<file path="config.mk">
export PLATFORM = sky130hd
export DESIGN_NAME = gsa_ram
export DESIGN_NICKNAME = d
export VERILOG_FILES = /design/src/rtl/core/generational_slot_allocator_defines.svh /design/src/rtl/core/gsa_ram.sv
export SDC_FILE = /design/constraint.sdc
export NUM_CORES = 1
export LEC_CHECK = 0
export ABC_AREA = 1
export BUFFER_PORTS_ARGS = -buffer_cell sky130_fd_sc_hd__buf_2
export CORE_UTILIZATION = 43
export DETAILED_ROUTE_END_ITERATION = 16
export PLACE_DENSITY_LB_ADDON = 0.25
export SLEW_MARGIN = 20
export SYNTH_ARGS = -nofsm -noshare
export SYNTH_HDL_FRONTEND = slang
export SYNTH_SLANG_ARGS = --single-unit
</file>
<file path="constraint.sdc">
create_clock -name clk -period 0.95 [get_ports clk]
set_clock_uncertainty 0.1 [all_clocks]
set_input_delay 0.0475 -clock clk [delete_from_list [all_inputs] [get_ports clk]]
set_output_delay 0.0475 -clock clk [all_outputs]
set_load 0.005 [all_outputs]
</file>
<file path="src/rtl/core/generational_slot_allocator_defines.svh">
// Assertion macros for the generational slot allocator.
// Used by modules that assert; expects clk and arst_n in scope.
`ifndef GENERATIONAL_SLOT_ALLOCATOR_DEFINES_SVH
`define GENERATIONAL_SLOT_ALLOCATOR_DEFINES_SVH

// Same-cycle implication, disabled during reset.
`define GSA_ASSERT_SAME(lbl, ante, cons, msg) \
	lbl: assert property (@(posedge clk) disable iff (!arst_n) (ante) |-> (cons)) \
		else $error(msg);

// Next-cycle implication, disabled during reset.
`define GSA_ASSERT_NEXT(lbl, ante, cons, msg) \
	lbl: assert property (@(posedge clk) disable iff (!arst_n) (ante) |=> (cons)) \
		else $error(msg);

`endif

</file>
<file path="src/rtl/core/gsa_ram.sv">
// Simple dual-port synchronous RAM, one write and one registered read port.
// No dependencies.
module gsa_ram #(
	parameter int WIDTH = 8,
	parameter int DEPTH = 2,
	localparam int AW = (DEPTH > 1) ? $clog2(DEPTH) : 1
) (
	input  logic             clk,
	input  logic             we,
	input  logic [AW-1:0]    waddr,
	input  logic [WIDTH-1:0] wdata,
	input  logic [AW-1:0]    raddr,
	output logic [WIDTH-1:0] rdata
);

	logic [WIDTH-1:0] mem [DEPTH];

	always_ff @(posedge clk) begin
		if (we)
			mem[waddr] <= wdata;
	end

	always_ff @(posedge clk) begin
		rdata <= mem[raddr];
	end

endmodule

</file>
==> flow_summary.toml, run 1 <==
[status]
status = "completed"

[place]
globalplace.congestion = 0.676
place_worst_setup_slack_ns = 0.105
numPortBuffers = 19
dpl.hpwl_um = 673
placed_area_um2 = 872

[timing]
worstMarginPinSlew_ns = 0.297
rsz0062_at_grt = "false"
period_share = 0.954
setup_viol = 0
max-slew-margin-rel = 0.802
slew_viol_final = 0
finalCriticalPeriod_ns = 0.906
fmax_mhz = 1100
setup-tns-final_ns = 0
holdWs_ns = 0.108
hold_violations = 0
worst_slack_ns = 0.0439

[power_and_ir_drop]
p_sw_mw = 0.340
clkPwrFrac = 0.229
p_comb_frac = 0.082
p_seq_frac = 0.688
p_int_mw = 1.42
power.total_mw = 1.76
ir_worst_vdd_mv = 1.32
p_sw_frac = 0.194
leakagePower_nw = 0.442
cellPowerDensity_nw_per_um2 = 1790

[floorplan]
die_y_um = 44.1
rows = 14
io_pins = 20
dieArea_um2 = 1940
core_area_um2 = 1580
start_util = 0.483
die_x_um = 44.1

[logic_synthesis]
synth_top_family_by_area = "simple AND/OR/NAND/NOR gates"
syn-cell-area_um2 = 761
netlist_instances = 54
synth_cell_type_count = 7
synth_xor_area_frac = 0
ys_ff_latch = 24
yosysWarningCount = 0
synth_area_per_cell_um2 = 14.1
synth_adder_area_share = 0
synth_compound_area_frac = 0
synth_mux_area_frac = 0
synth-simple-area-share = 0.128
seq_area_frac_synth = 0.842
synthesis.nets = 66

[clock_network]
clock_sink_count = 24
clk_latency_ns = 0.29
cts_max_level = 1
clkTransAtPathRegs_ns = 0.11
ctsLongestPathBuffers = 2
cts_tree = "yes"
postCtsSetupBuffers = 0
cts_made_buffers = 3
cts_root_buf = "clkbuf_4"

[setup_path]
crit_path_max_fanout = 9
crit_top_cell = "nand2_1"
reg2reg_from = "mem[0][5]"
setup.worst_path.class = "in -> reg"
endpoint_kind = "register"
max_stage_delay_ns = 0.53
crit_chain = "dlygate4sd3_1 -> buf_2 -> inv_2 -> nand2_1 -> nand2_1"
worstRegToRegCells = 2
r2r_end = "rdata[5]"
required_ns = 1.05
start_kind = "primary input"
worstPathArrival_ns = 1.01
cp_slowest_cell = "dlygate4sd3_1"
reg2reg_slack_ns = 0.24

[job]
cap_violations = 0

[detailed_routing]
num_vias = 452
final_antenna_net_count = 0
drt_pass1_iterations = 6
wl_per_cell_um = 10.2
dr.first_iter.drc_count = 7
routed_wl_um = 1030
drc = 0
vias_per_cell = 4.48

[finish]
mostFrequentLayoutCell = "nand2_1"
drive_gt1_frac = 0.282
nFillCells = 122
areaGrowthSynthToFinish_pct = 29.4
antennaDiodeCount = 0
final_cell_area_um2 = 985
layout_common_cells = "nand2_1 (25), buf_2 (19), edfxtp_1 (16)"
nNetsFinal = 99

[hold_path]
holdCritStartpoint = "waddr"
hold_path_end = "mem[0][6]"
hold_depth = 3
hold_class = "in -> reg"

[grt]
grt_pass1_vias = 397
grt_pass1_wl_um = 1580
grt_overflow = 0
antenna_found_initial = 0
grt.total_usage = 0.121
grt_max_degree = 13
==> layout make-up <==
type	instances	area, µm²	area share
repair buffers	29	193	0.196
well taps	16	20.0	0.0203
clock buffers	3	22.5	0.0229
multi-input cells	26	97.6	0.0991
inverters	3	11.3	0.0114
flip-flops and latches	24	641	0.651
==> flip-flops by register name, indices dropped and copies added (netlist names) <==
signal / count
mem: 16
rdata: 8
==> power by group through the flow <==
stage / clock network (mW) / registers [mW] / logic (mW)
floorplan: 0 / 1.24 / 0.0483
global placement: 0 / 1.23 / 0.115
detailed placement: 0 / 1.23 / 0.118
CTS: 0.414 / 1.21 / 0.147
global route: 0.443 / 1.22 / 0.162
finish: 0.404 / 1.21 / 0.145
==> cells in the mapped netlist, drive strengths merged <==
| cell type | n | area [µm²] |
|---|---|---|
| nand2 | 25 | 93.8 |
| edfxtp | 16 | 480 |
| nor2 | 1 | 3.75 |
| inv | 3 | 11.3 |
| dfxtp | 8 | 160 |
| buf | 1 | 11.3 |
==> how the worst max path moves through the flow <==
stage / startpoint / end / slack, ns / cells after the start
2_1_floorplan: we / mem[0][0] / 0.04 / 2
3_3_place_gp: waddr / mem[1][0] / 0.13 / 3
3_5_place_dp: waddr / mem[1][4] / 0.11 / 3
4_1_cts: raddr / rdata[6] / 0.04 / 5
5_1_grt: raddr / rdata[4] / 0.003 / 5
6_report: raddr / rdata[6] / 0.04 / 5
==> worst max-delay path, delay by kind of cell <==
family	cells	cell delay, ns
simple gates	2	0.13
buf+inv	3	0.84
==> what timing repair did <==
| item | in CTS | in global routing |
|---|---|---|
| endpoints found under the hold margin | 24 | 0 |
| hold buffers | 9 | 0 |
| gates resized for setup | 0 | 0 |
==> kinds of logic after synthesis <==
logic type,Yosys count
AND/OR/NAND/NOR,26
flip-flops,24
buffers and inverters,4
==> per-stage QoR <==
step,std cells,util
finish,101,0.625
global route,101,0.625
CTS,101,0.625
detailed placement,89,0.553
global placement,89,0.553
floorplan,54,-
==> per-layer routing <==
| layer | routed length (µm) | GRT usage | vias to the layer above |
|---|---|---|---|
| met5 | 0 | 0 | - |
| met4 | 21 | 0.0909 | 0 |
| met3 | 47 | 0.0245 | 2 |
| met2 | 572 | 0.221 | 15 |
| met1 | 390 | 0.117 | 199 |
| li1 | - | - | 236 |
(Power assumes the default switching activity.)
==> run 2: changes to the inputs <==
Settings changed: CORE_UTILIZATION 43 to 30.
==> run 2 against run 1 <==
Against the previous run: die area rose by 41%; count of clock-buffer cells in the layout unchanged; flip-flop and latch count did not move; critical path depth stayed put; global-route usage is 2.9 points lower; critical path type unchanged.
==> flow_summary.toml, run 2 (synthesis results as in run 1) <==
[timing]
fmax_mhz = 1110
rsz0062_at_grt = "false"
period_share = 0.950
holdWs_ns = 0.0960
slew_viol_final = 0
setup_viol = 0
worstMarginPinSlew_ns = 0.320
setup-tns-final_ns = 0
max-slew-margin-rel = 0.787
finalCriticalPeriod_ns = 0.903
hold_violations = 0

[place]
numPortBuffers = 19
dp.cells = 101
dpl.hpwl_um = 728
globalplace.congestion = 0.648

[clock_network]
ctsLongestPathBuffers = 2
clkTransAtPathRegs_ns = 0.13
cts_max_level = 1
cts_made_buffers = 3
cts_tree = "yes"
clock_sink_count = 24
clk_latency_ns = 0.30
cts_root_buf = "clkbuf_4"

[detailed_routing]
vias_per_cell = 3.96
num_vias = 451
dr.first_iter.drc_count = 11
drt_pass1_iterations = 4
drc = 0
routed_wl_um = 1110
final_antenna_net_count = 0
wl_per_cell_um = 9.75

[power_and_ir_drop]
leakagePower_nw = 0.445
ir_worst_vdd_mv = 0.666
cellPowerDensity_nw_per_um2 = 1780

[hold_path]
hold_class = "in -> reg"
holdCritStartpoint = "waddr"

[floorplan]
rows = 17
die_x_um = 52.4
start_util = 0.331
io_pins = 20
die_y_um = 52.4
core_area_um2 = 2300
dieArea_um2 = 2740

[setup_path]
crit_end = "rdata[1]"
crit_path_max_fanout = 9
endpoint_kind = "register"
crit_start = "raddr"
r2r_end = "rdata[3]"
worstRegToRegCells = 2
required_ns = 1.11
start_kind = "primary input"
reg2reg_slack_ns = 0.26
setup.worst_path.class = "in -> reg"
worstPathArrival_ns = 1.06
reg2reg_from = "mem[1][3]"

[finish]
layout_common_cells = "nand2_1 (25), buf_2 (18), edfxtp_1 (16)"
regMostFlops = "mem"
largest_reg_flops = 16
instances_no_fill = 114
multiInputGateArea_um2 = 97.6
drive_gt1_frac = 0.279
reg.largest.list = "mem (16), rdata (8)"
mostFrequentLayoutCell = "nand2_1"
nFillCells = 224
seq_area_um2 = 641
nNetsFinal = 99
antennaDiodeCount = 0
areaGrowthSynthToFinish_pct = 32.2

[status]
status = "completed"

[grt]
grt_max_degree = 14
antenna_found_initial = 0
grt_overflow = 0
grt.total_usage = 0.0913
grt_pass1_vias = 374
grt_pass1_wl_um = 1640

[job]
cap_violations = 0
-- run 2: worst max-delay path: stages --
cell,delay [ns]
dlygate4sd3_1,0.54
clkbuf_4,0.18
inv_2,0.15
nand2_1,0.07
nand2_1,0.06
-- run 2: layout make-up --
type,count,area share
Inverter,3,0.0112
Multi-Input combinational cell,26,0.0970
Clock inverter,1,0.00373
Tap cell,28,0.0348
Timing Repair Buffer,29,0.194
Sequential cell,24,0.637
Clock buffer,3,0.0224
-- run 2: how the worst min path moves through the flow --
| stage | endpoint | slack (ns) | cells past startpoint |
|---|---|---|---|
| after global routing | mem[0][7] | 0.1 | 3 |
| after detailed placement | mem[1][1] | 0.14 | 1 |
| after floorplan | mem[0][0] | 0.05 | 0 |
| after CTS | mem[0][2] | 0.09 | 3 |
| final | mem[0][5] | 0.1 | 3 |
| after global placement | mem[0][5] | 0.14 | 1 |
-- run 2: power by group --
part           switching [mW]  total (mW)  internal [mW]
clock                   0.282       0.435          0.153
sequential             0.0156        1.21           1.19
combinational          0.0691       0.147         0.0780
total                   0.367        1.79           1.42
-- run 2: metrics by stage --
step | setup slack (ns) | total power, mW | util | instance area (µm²)
after CTS | 0.0369 | 1.81 | 0.437 | 1000
final | 0.0472 | 1.79 | 0.438 | 1010
after global routing | 0.00709 | 1.88 | 0.438 | 1010
after global placement | 0.105 | 1.35 | 0.386 | 887
after detailed placement | 0.0581 | 1.36 | 0.386 | 887
after floorplan | 0.0426 | 1.29 | - | 761
-- run 2: what timing repair did --
action	CTS	global route
hold buffers	9	0
hold endpoints to repair	24	0
gates resized for setup	0	1
setup endpoints to repair	0	3
setup buffers	0	0
-- run 2: layer usage --
metal | global-route usage | up-vias | wire, µm
met3 | 0.0261 | 2 | 79
met1 | 0.105 | 190 | 502
met4 | 0.0658 | 0 | 17
li1 | - | 240 | -
met5 | 0 | - | 0
met2 | 0.143 | 19 | 513
