**src/rtl/core/generational_slot_allocator_defines.svh**
```systemverilog
// Assertion macros for the generational slot allocator.
// Used by modules that assert; expects clk and arst_n in scope.
`ifndef GENERATIONAL_SLOT_ALLOCATOR_DEFINES_SVH
`define GENERATIONAL_SLOT_ALLOCATOR_DEFINES_SVH

// Same-cycle implication, disabled during reset.
`define GSA_ASSERT_SAME(lbl, ante, cons, msg) \
	lbl: assert property (@(posedge clk) disable iff (!arst_n) (ante) |-> (cons)) \
		else $error(msg);

// Next-cycle implication, disabled during reset.
`define GSA_ASSERT_NEXT(lbl, ante, cons, msg) \
	lbl: assert property (@(posedge clk) disable iff (!arst_n) (ante) |=> (cons)) \
		else $error(msg);

`endif

```
**src/rtl/core/gsa_pkg.sv**
```systemverilog
// Shared types, codes and helpers for the generational slot allocator.
// No dependencies.
package gsa_pkg;

	localparam int WORD_BITS = 64;
	localparam int BIT_AW = 6;
	localparam int SLOT_COUNT_DEF = 1024;
	localparam int GEN_BITS_DEF = 16;

	typedef enum logic [1:0] {
		OP_ALLOC = 2'd0,
		OP_FREE  = 2'd1,
		OP_CHECK = 2'd2
	} op_t;

	typedef enum logic [1:0] {
		STAT_OK      = 2'd0,
		STAT_EMPTY   = 2'd1,
		STAT_INVALID = 2'd2
	} status_t;

	typedef enum logic [2:0] {
		ST_INIT,
		ST_IDLE,
		ST_SCAN,
		ST_AGEN,
		ST_HRD,
		ST_HEVAL,
		ST_DONE
	} state_t;

	typedef struct packed {
		op_t         op;
		logic [15:0] idx;
		logic [15:0] gen;
	} req_t;

	typedef struct packed {
		status_t     status;
		logic [15:0] idx;
		logic [15:0] gen;
	} res_t;

	// Position of the lowest set bit: isolate it, then encode the one-hot word.
	function automatic logic [BIT_AW-1:0] lowest_set(input logic [WORD_BITS-1:0] w);
		logic [WORD_BITS-1:0] onehot;
		logic [BIT_AW-1:0] n;
		onehot = w & (~w + {{(WORD_BITS-1){1'b0}}, 1'b1});
		n = '0;
		for (int k = 0; k < BIT_AW; k++) begin
			for (int j = 0; j < WORD_BITS; j++) begin
				if (j[k])
					n[k] = n[k] | onehot[j];
			end
		end
		return n;
	endfunction

endpackage

```
**src/rtl/core/gsa_ctrl.sv**
```systemverilog
// Sequencer for the slot allocator: clearing pass, free-map scan, handle checks.
// Depends on gsa_pkg and generational_slot_allocator_defines.svh.
`include "generational_slot_allocator_defines.svh"

module gsa_ctrl #(
	parameter int SLOT_COUNT = gsa_pkg::SLOT_COUNT_DEF,
	parameter int GEN_BITS = gsa_pkg::GEN_BITS_DEF,
	localparam int WORD_COUNT = (SLOT_COUNT + gsa_pkg::WORD_BITS - 1) / gsa_pkg::WORD_BITS,
	localparam int WAW = (WORD_COUNT > 1) ? $clog2(WORD_COUNT) : 1,
	localparam int SAW = (SLOT_COUNT > 1) ? $clog2(SLOT_COUNT) : 1
) (
	input  logic                           clk,
	input  logic                           arst_n,
	input  logic                           in_valid,
	output logic                           in_ready,
	input  gsa_pkg::req_t                  req,
	input  logic                           out_space,
	output logic                           res_push,
	output gsa_pkg::res_t                  res,
	output logic                           fm_we,
	output logic [WAW-1:0]                 fm_waddr,
	output logic [gsa_pkg::WORD_BITS-1:0]  fm_wdata,
	output logic [WAW-1:0]                 fm_raddr,
	input  logic [gsa_pkg::WORD_BITS-1:0]  fm_rdata,
	output logic                           gen_we,
	output logic [SAW-1:0]                 gen_waddr,
	output logic [GEN_BITS-1:0]            gen_wdata,
	output logic [SAW-1:0]                 gen_raddr,
	input  logic [GEN_BITS-1:0]            gen_rdata
);

	localparam int WB = gsa_pkg::WORD_BITS;
	localparam int BW = gsa_pkg::BIT_AW;
	localparam int GCW = (GEN_BITS > 16) ? GEN_BITS : 16;
	localparam int REM = SLOT_COUNT % WB;
	localparam logic [WB-1:0] LAST_MASK = (REM == 0) ? {WB{1'b1}} :
		((WB'(1) << REM) - WB'(1));
	localparam logic [WAW:0] WC_W = (WAW+1)'(WORD_COUNT);
	localparam logic [WAW-1:0] LAST_WORD = WAW'(WORD_COUNT - 1);
	localparam logic [SAW-1:0] LAST_SLOT = SAW'(SLOT_COUNT - 1);
	localparam logic [SAW:0] WC_S = (SAW+1)'(WORD_COUNT);
	localparam logic [SAW-1:0] LAST_WORD_S = SAW'(WORD_COUNT - 1);
	localparam logic [16:0] SC_17 = 17'(SLOT_COUNT);
	localparam logic [GEN_BITS-1:0] GEN_ONE = GEN_BITS'(1);

	gsa_pkg::state_t state_q, state_d;
	logic [WAW-1:0] search_q, search_d;
	logic [WAW-1:0] ptr_q, ptr_d;
	logic [WAW-1:0] addr_s1, addr_d;
	logic           pend_q, pend_d;
	logic [WAW-1:0] chk_cnt_q, chk_d;
	logic [SAW-1:0] init_q, init_d;
	gsa_pkg::req_t  req_q, req_d;
	gsa_pkg::res_t  res_q, res_d;
	logic [15:0]    gidx_q, gidx_d;

	logic [WB-1:0]       onehot;
	logic [BW-1:0]       bit_pos;
	logic [WAW+BW-1:0]   found_slot;
	logic [WAW-1:0]      h_word;
	logic [BW-1:0]       h_bit;
	logic                h_valid;
	logic [GEN_BITS-1:0] gen_inc;

	assign onehot = fm_rdata & (~fm_rdata + WB'(1));
	assign bit_pos = gsa_pkg::lowest_set(fm_rdata);
	assign found_slot = {addr_s1, bit_pos};
	assign h_word = WAW'(req_q.idx >> BW);
	assign h_bit = req_q.idx[BW-1:0];
	assign h_valid = ({1'b0, req_q.idx} < SC_17) &&
		(GCW'(gen_rdata) == GCW'(req_q.gen)) && !fm_rdata[h_bit];

	always_comb begin
		gen_inc = gen_rdata + GEN_ONE;
		if (gen_inc == '0)
			gen_inc = GEN_ONE;
	end

	always_comb begin
		state_d = state_q;
		search_d = search_q;
		ptr_d = ptr_q;
		addr_d = addr_s1;
		pend_d = 1'b0;
		chk_d = chk_cnt_q;
		init_d = init_q;
		req_d = req_q;
		res_d = res_q;
		gidx_d = gidx_q;
		in_ready = 1'b0;
		res_push = 1'b0;
		fm_we = 1'b0;
		fm_waddr = addr_s1;
		fm_wdata = fm_rdata;
		fm_raddr = ptr_q;
		gen_we = 1'b0;
		gen_waddr = init_q;
		gen_wdata = GEN_ONE;
		gen_raddr = SAW'(req_q.idx);
		case (state_q)
			gsa_pkg::ST_INIT: begin
				gen_we = 1'b1;
				if ({1'b0, init_q} < WC_S) begin
					fm_we = 1'b1;
					fm_waddr = WAW'(init_q);
					fm_wdata = (init_q == LAST_WORD_S) ? LAST_MASK : {WB{1'b1}};
				end
				if (init_q == LAST_SLOT)
					state_d = gsa_pkg::ST_IDLE;
				else
					init_d = init_q + SAW'(1);
			end
			gsa_pkg::ST_IDLE: begin
				in_ready = 1'b1;
				if (in_valid) begin
					req_d = req;
					case (req.op)
						gsa_pkg::OP_ALLOC: begin
							ptr_d = search_q;
							chk_d = '0;
							state_d = gsa_pkg::ST_SCAN;
						end
						gsa_pkg::OP_FREE,
						gsa_pkg::OP_CHECK: begin
							state_d = gsa_pkg::ST_HRD;
						end
						default: begin
							res_d = '{status: gsa_pkg::STAT_INVALID, idx: '0, gen: '0};
							state_d = gsa_pkg::ST_DONE;
						end
					endcase
				end
			end
			gsa_pkg::ST_SCAN: begin
				// one word read per cycle; data of the previous address is checked
				if (pend_q && fm_rdata != '0) begin
					fm_we = 1'b1;
					fm_waddr = addr_s1;
					fm_wdata = fm_rdata & ~onehot;
					search_d = addr_s1;
					gidx_d = 16'(found_slot);
					gen_raddr = SAW'(found_slot);
					state_d = gsa_pkg::ST_AGEN;
				end else if (pend_q && chk_cnt_q == LAST_WORD) begin
					res_d = '{status: gsa_pkg::STAT_EMPTY, idx: '0, gen: '0};
					state_d = gsa_pkg::ST_DONE;
				end else begin
					pend_d = 1'b1;
					addr_d = ptr_q;
					ptr_d = (ptr_q == LAST_WORD) ? '0 : ptr_q + WAW'(1);
					chk_d = chk_cnt_q + WAW'(pend_q);
				end
			end
			gsa_pkg::ST_AGEN: begin
				res_d = '{status: gsa_pkg::STAT_OK, idx: gidx_q, gen: 16'(gen_rdata)};
				state_d = gsa_pkg::ST_DONE;
			end
			gsa_pkg::ST_HRD: begin
				fm_raddr = h_word;
				gen_raddr = SAW'(req_q.idx);
				state_d = gsa_pkg::ST_HEVAL;
			end
			gsa_pkg::ST_HEVAL: begin
				if (h_valid && req_q.op == gsa_pkg::OP_FREE) begin
					gen_we = 1'b1;
					gen_waddr = SAW'(req_q.idx);
					gen_wdata = gen_inc;
					fm_we = 1'b1;
					fm_waddr = h_word;
					fm_wdata = fm_rdata | (WB'(1) << h_bit);
				end
				res_d = '{status: h_valid ? gsa_pkg::STAT_OK : gsa_pkg::STAT_INVALID,
					idx: '0, gen: '0};
				state_d = gsa_pkg::ST_DONE;
			end
			gsa_pkg::ST_DONE: begin
				if (out_space) begin
					res_push = 1'b1;
					state_d = gsa_pkg::ST_IDLE;
				end
			end
			default: begin
				state_d = gsa_pkg::ST_IDLE;
			end
		endcase
	end

	always_ff @(posedge clk or negedge arst_n) begin
		if (!arst_n) begin
			state_q <= gsa_pkg::ST_INIT;
			search_q <= '0;
			ptr_q <= '0;
			pend_q <= 1'b0;
			chk_cnt_q <= '0;
			init_q <= '0;
		end else begin
			state_q <= state_d;
			search_q <= search_d;
			ptr_q <= ptr_d;
			pend_q <= pend_d;
			chk_cnt_q <= chk_d;
			init_q <= init_d;
		end
	end

	always_ff @(posedge clk) begin
		addr_s1 <= addr_d;
		req_q <= req_d;
		res_q <= res_d;
		gidx_q <= gidx_d;
	end

	assign res = res_q;

	`GSA_ASSERT_SAME(a_gen_nonzero, gen_we, gen_wdata != '0, "generation written as zero")
	`GSA_ASSERT_SAME(a_scan_one_bit, state_q == gsa_pkg::ST_SCAN && fm_we, $countones(fm_rdata ^ fm_wdata) == 1, "allocate changed other than one bit")
	`GSA_ASSERT_SAME(a_cursor_range, 1'b1, {1'b0, search_q} < WC_W, "search cursor past word count")
	`GSA_ASSERT_NEXT(a_init_once, state_q != gsa_pkg::ST_INIT, state_q != gsa_pkg::ST_INIT, "clearing pass reentered")
	`GSA_ASSERT_NEXT(a_accept_leaves_idle, in_valid && in_ready, state_q != gsa_pkg::ST_IDLE, "accepted word left controller idle")

endmodule

```
**config.mk**
```make
export PLATFORM = sky130hd
export DESIGN_NAME = gsa_ctrl
export DESIGN_NICKNAME = d
export VERILOG_FILES = /design/src/rtl/core/gsa_pkg.sv /design/src/rtl/core/gsa_ctrl.sv
export VERILOG_INCLUDE_DIRS = /design/src /design/src/rtl/core
export SDC_FILE = /design/constraint.sdc
export NUM_CORES = 1
export LEC_CHECK = 0
export BUFFER_PORTS_ARGS = -buffer_cell sky130_fd_sc_hd__buf_2
export CAP_MARGIN = 5
export CORE_UTILIZATION = 45
export CTS_CLUSTER_DIAMETER = 50
export DETAILED_ROUTE_END_ITERATION = 7
export GPL_TIMING_DRIVEN = 0
export PLACE_DENSITY = 0.74
export SYNTH_ARGS = -nofsm -noshare
export SYNTH_HDL_FRONTEND = slang
export SYNTH_SLANG_ARGS = --single-unit
export TNS_END_PERCENT = 10
```
**constraint.sdc**
```tcl
create_clock -name clk -period 3.5 [get_ports clk]
set_input_delay 0.35 -clock clk [delete_from_list [all_inputs] [get_ports clk]]
set_output_delay 0.35 -clock clk [all_outputs]
set_load 0.02 [all_outputs]
```
==> flow_summary.json <==
{
  "grtUsageMet2_pct": 64.2,
  "p_per_area_nw_per_um2": 558,
  "grtUsageTotal_pct": 42.3,
  "relSlewSlack_pct": 44.0,
  "cts_buffers": 9,
  "post-place-ws_ns": -1.42,
  "diodes": 0,
  "die_area_sq_um": 19900,
  "final.period_utilization_pct": 107,
  "yosys.area.top_type_share_pct": 26.3,
  "start_util_pct": 46.1,
  "htreeDepth": 3,
  "drc_errors": 0,
  "gp_congestion": 1.03,
  "synth_ff_type": "edfxtp_1",
  "yosysTopAreaCell": "edfxtp_1",
  "grt_pass1_wl_microns": 62300,
  "crit_type": "register to output port",
  "min_path_type": "input pin to async pin",
  "peakVddDrop_mv": 0.400,
  "multi_input_area_sq_um": 6060,
  "finalWirelength_microns": 43100,
  "via_count": 10984,
  "hold_viol_final": 0,
  "seqCellArea_sq_um": 2930,
  "cts_tree": "done",
  "cp-start-kind": "register",
  "fin_skew_ns": 0.00751,
  "synth.area.top_cells": "edfxtp_1 (26%), dfrtp_1 (7.5%), nand2_1 (6.0%)",
  "grt_pass1_vias": 10200,
  "coreArea_sq_um": 18800,
  "synthArstFlopShare_pct": 25.5,
  "clk_pin_slew_ns": 0.07,
  "syn_inst": 1086,
  "fillers": 1584,
  "cp.required_ns": 3.15,
  "grt_util_met1_pct": 55.0,
  "cts.sinks": 102,
  "setup_ws_ns": -0.257,
  "max_freq_mhz": 266,
  "rsz0062_at_grt": "yes",
  "path_max_fanout": 8,
  "first_pass_iters": 8,
  "ys_ff_latch": 102,
  "ys_seq_area_share_pct": 33.8,
  "grt-busiest-layer": "met2",
  "cts-root-buf": "clkbuf_16",
  "fp.dieH_microns": 141,
  "dp_hpwl_microns": 31500,
  "io_pins": 264,
  "overflow": 0,
  "clk_latency_ns": 0.35,
  "min_period_ns": 3.76,
  "antenna_found_initial": 0,
  "rows": 50,
  "synth_edf_count": 76,
  "synthesis.area_sq_um": 8690,
  "p_leak_nw": 4.93,
  "yosysUniqueCellTypes": 80,
  "drive_above_1_share_pct": 34.9,
  "wl_per_cell_microns": 26.3,
  "drt_iter0_markers": 1554,
  "routed_via_density": 6.69,
  "grt_start_max_net_pins": 35,
  "ant_nets": 0,
  "drv_slew": 0,
  "cap_violations": 0,
  "violations": "negative setup slack",
  "crit_path_end_kind": "output port",
  "cts_max_path_buffers": 2,
  "area_delta_synth_final_pct": 40.5,
  "grt_util_met3_pct": 11.1,
  "tightest_slew_ns": 0.840,
  "fp.dieW_microns": 141,
  "avgSynthCellArea_sq_um": 8.00,
  "worstPathArrival_ns": 3.41,
  "total_power_mw": 6.82,
  "portBuffers": 233,
  "outcome": "complete, but fails checks",
  "final_nets": 1503,
  "setup_violations": 62,
  "ys_warn_count": 0
}
==> power by group <==
part,internal [mW],switching (mW)
logic,1.30,2.49
clock network,0.697,0.448
registers,1.69,0.195
==> cell type report <==
| class | instances | share of cell area [%] |
|---|---|---|
| plain buffers | 76 | 4.15 |
| flip-flops and latches | 102 | 24.0 |
| well taps | 260 | 2.66 |
| repair buffers | 282 | 15.9 |
| clock buffers | 9 | 1.84 |
| inverters | 27 | 0.871 |
| clock inverters | 6 | 0.902 |
| multi-input cells | 880 | 49.6 |
==> path summary, 6_finish.rpt <==
| kind | startpoint | to | slack, ns | cells after the start |
|---|---|---|---|---|
| max | h_bit[0] | fm_wdata[1] | -0.26 | 11 |
| min | arst_n | chk_cnt_q[1] | 0.02 | 1 |
| max reg2reg | state_q[0] | init_q[7] | 0.67 | 8 |
| min reg2reg | search_q[2] | search_q[2] | 0.48 | 2 |
| max in group asynchronous | arst_n | state_q[2] | 3.06 | 1 |
| min in group clk | req[0] | req_q[0] | 0.17 | 1 |
==> metrics by stage <==
step           setup TNS [ns]  std cells  util (%)  instance area, sq um  hold WS, ns
2_1_floorplan           -2.33       1091         -                  8740       0.0544
3_3_place_gp          -113.55       1584      54.4                 10200        0.387
3_5_place_dp           -89.98       1586      54.5                 10300        0.407
4_1_cts                 -3.52       1632      62.7                 11800       0.0385
5_1_grt                 -7.62       1642      64.8                 12200       0.0677
6_report                -4.97       1642      64.8                 12200       0.0212
==> cell usage in the layout, fill, tap and decap left out, drive strengths merged, types with 28 or more instances in the layout <==
cell type,count
and2,30
nand3,68
nor2,110
clkbuf,66
inv,28
xnor2,29
nand2,138
a31oi,29
nor3,41
buf,301
o21ai,57
a21oi,67
edfxtp,76
==> kinds of logic after synthesis <==
logic type      share of synthesized area (%)
xor+xnor                                 4.13
mux                                      4.88
compound gates                           19.5
buf+inv                                  5.30
flops                                    33.8
other cells                            0.0432
fa+ha+maj                                1.01
simple gates                             31.4
==> flip-flops by register name, summed over array words and instances (netlist names) <==
| register | count |
|---|---|
| addr_s1 | 4 |
| chk_cnt_q | 4 |
| gidx_q | 10 |
| h_bit | 6 |
| h_word | 4 |
| init_q | 10 |
| pend_q | 1 |
| ptr_q | 4 |
| req_q | 24 |
| res | 28 |
| search_q | 4 |
| state_q | 3 |
==> Yosys cell counts (10+ instances only) <==
cell and count:
a211oi_1 10, a21oi_1 67, a22oi_1 11, a31oi_1 29, and2_1 30, and3_1 25
buf_2 10, clkbuf_1 60, dfrtp_1 26, edfxtp_1 76, inv_1 26, mux2i_1 15
nand2_1 138, nand3_1 67, nand4_1 20, nor2_1 110, nor2b_1 12, nor3_1 40
nor4_1 25, o211ai_1 12, o21ai_0 52, or4_1 16, xnor2_1 29, xor2_1 12
==> what timing repair did <==
action | in CTS | in global routing
setup endpoints to repair | 116 | 106
gates cloned | 4 | 0
hold buffers | 0 | 0
resized for setup | 261 | 101
buffers inserted | 30 | 12
pin swaps | 37 | 12
hold endpoints to repair | 0 | 0
==> per-layer routing <==
layer / wire (microns) / vias to the layer above
met3: 5360 / 230
met1: 16200 / 5125
met4: 2930 / 0
met2: 18700 / 968
met5: 0 / -
li1: - / 4661
==> worst max-delay path, cell delays in order, from the launching register on <==
cell and delay, ns:
edfxtp_1 0.38, buf_6 0.13, mux4_2 0.50, mux2_4 0.29, a22oi_2 0.26, a221o_1 0.30
nand2b_4 0.09, or4b_4 0.51, buf_12 0.17, nand2b_4 0.14, a41oi_2 0.12, buf_4 0.16
(Power assumes the default switching activity.)
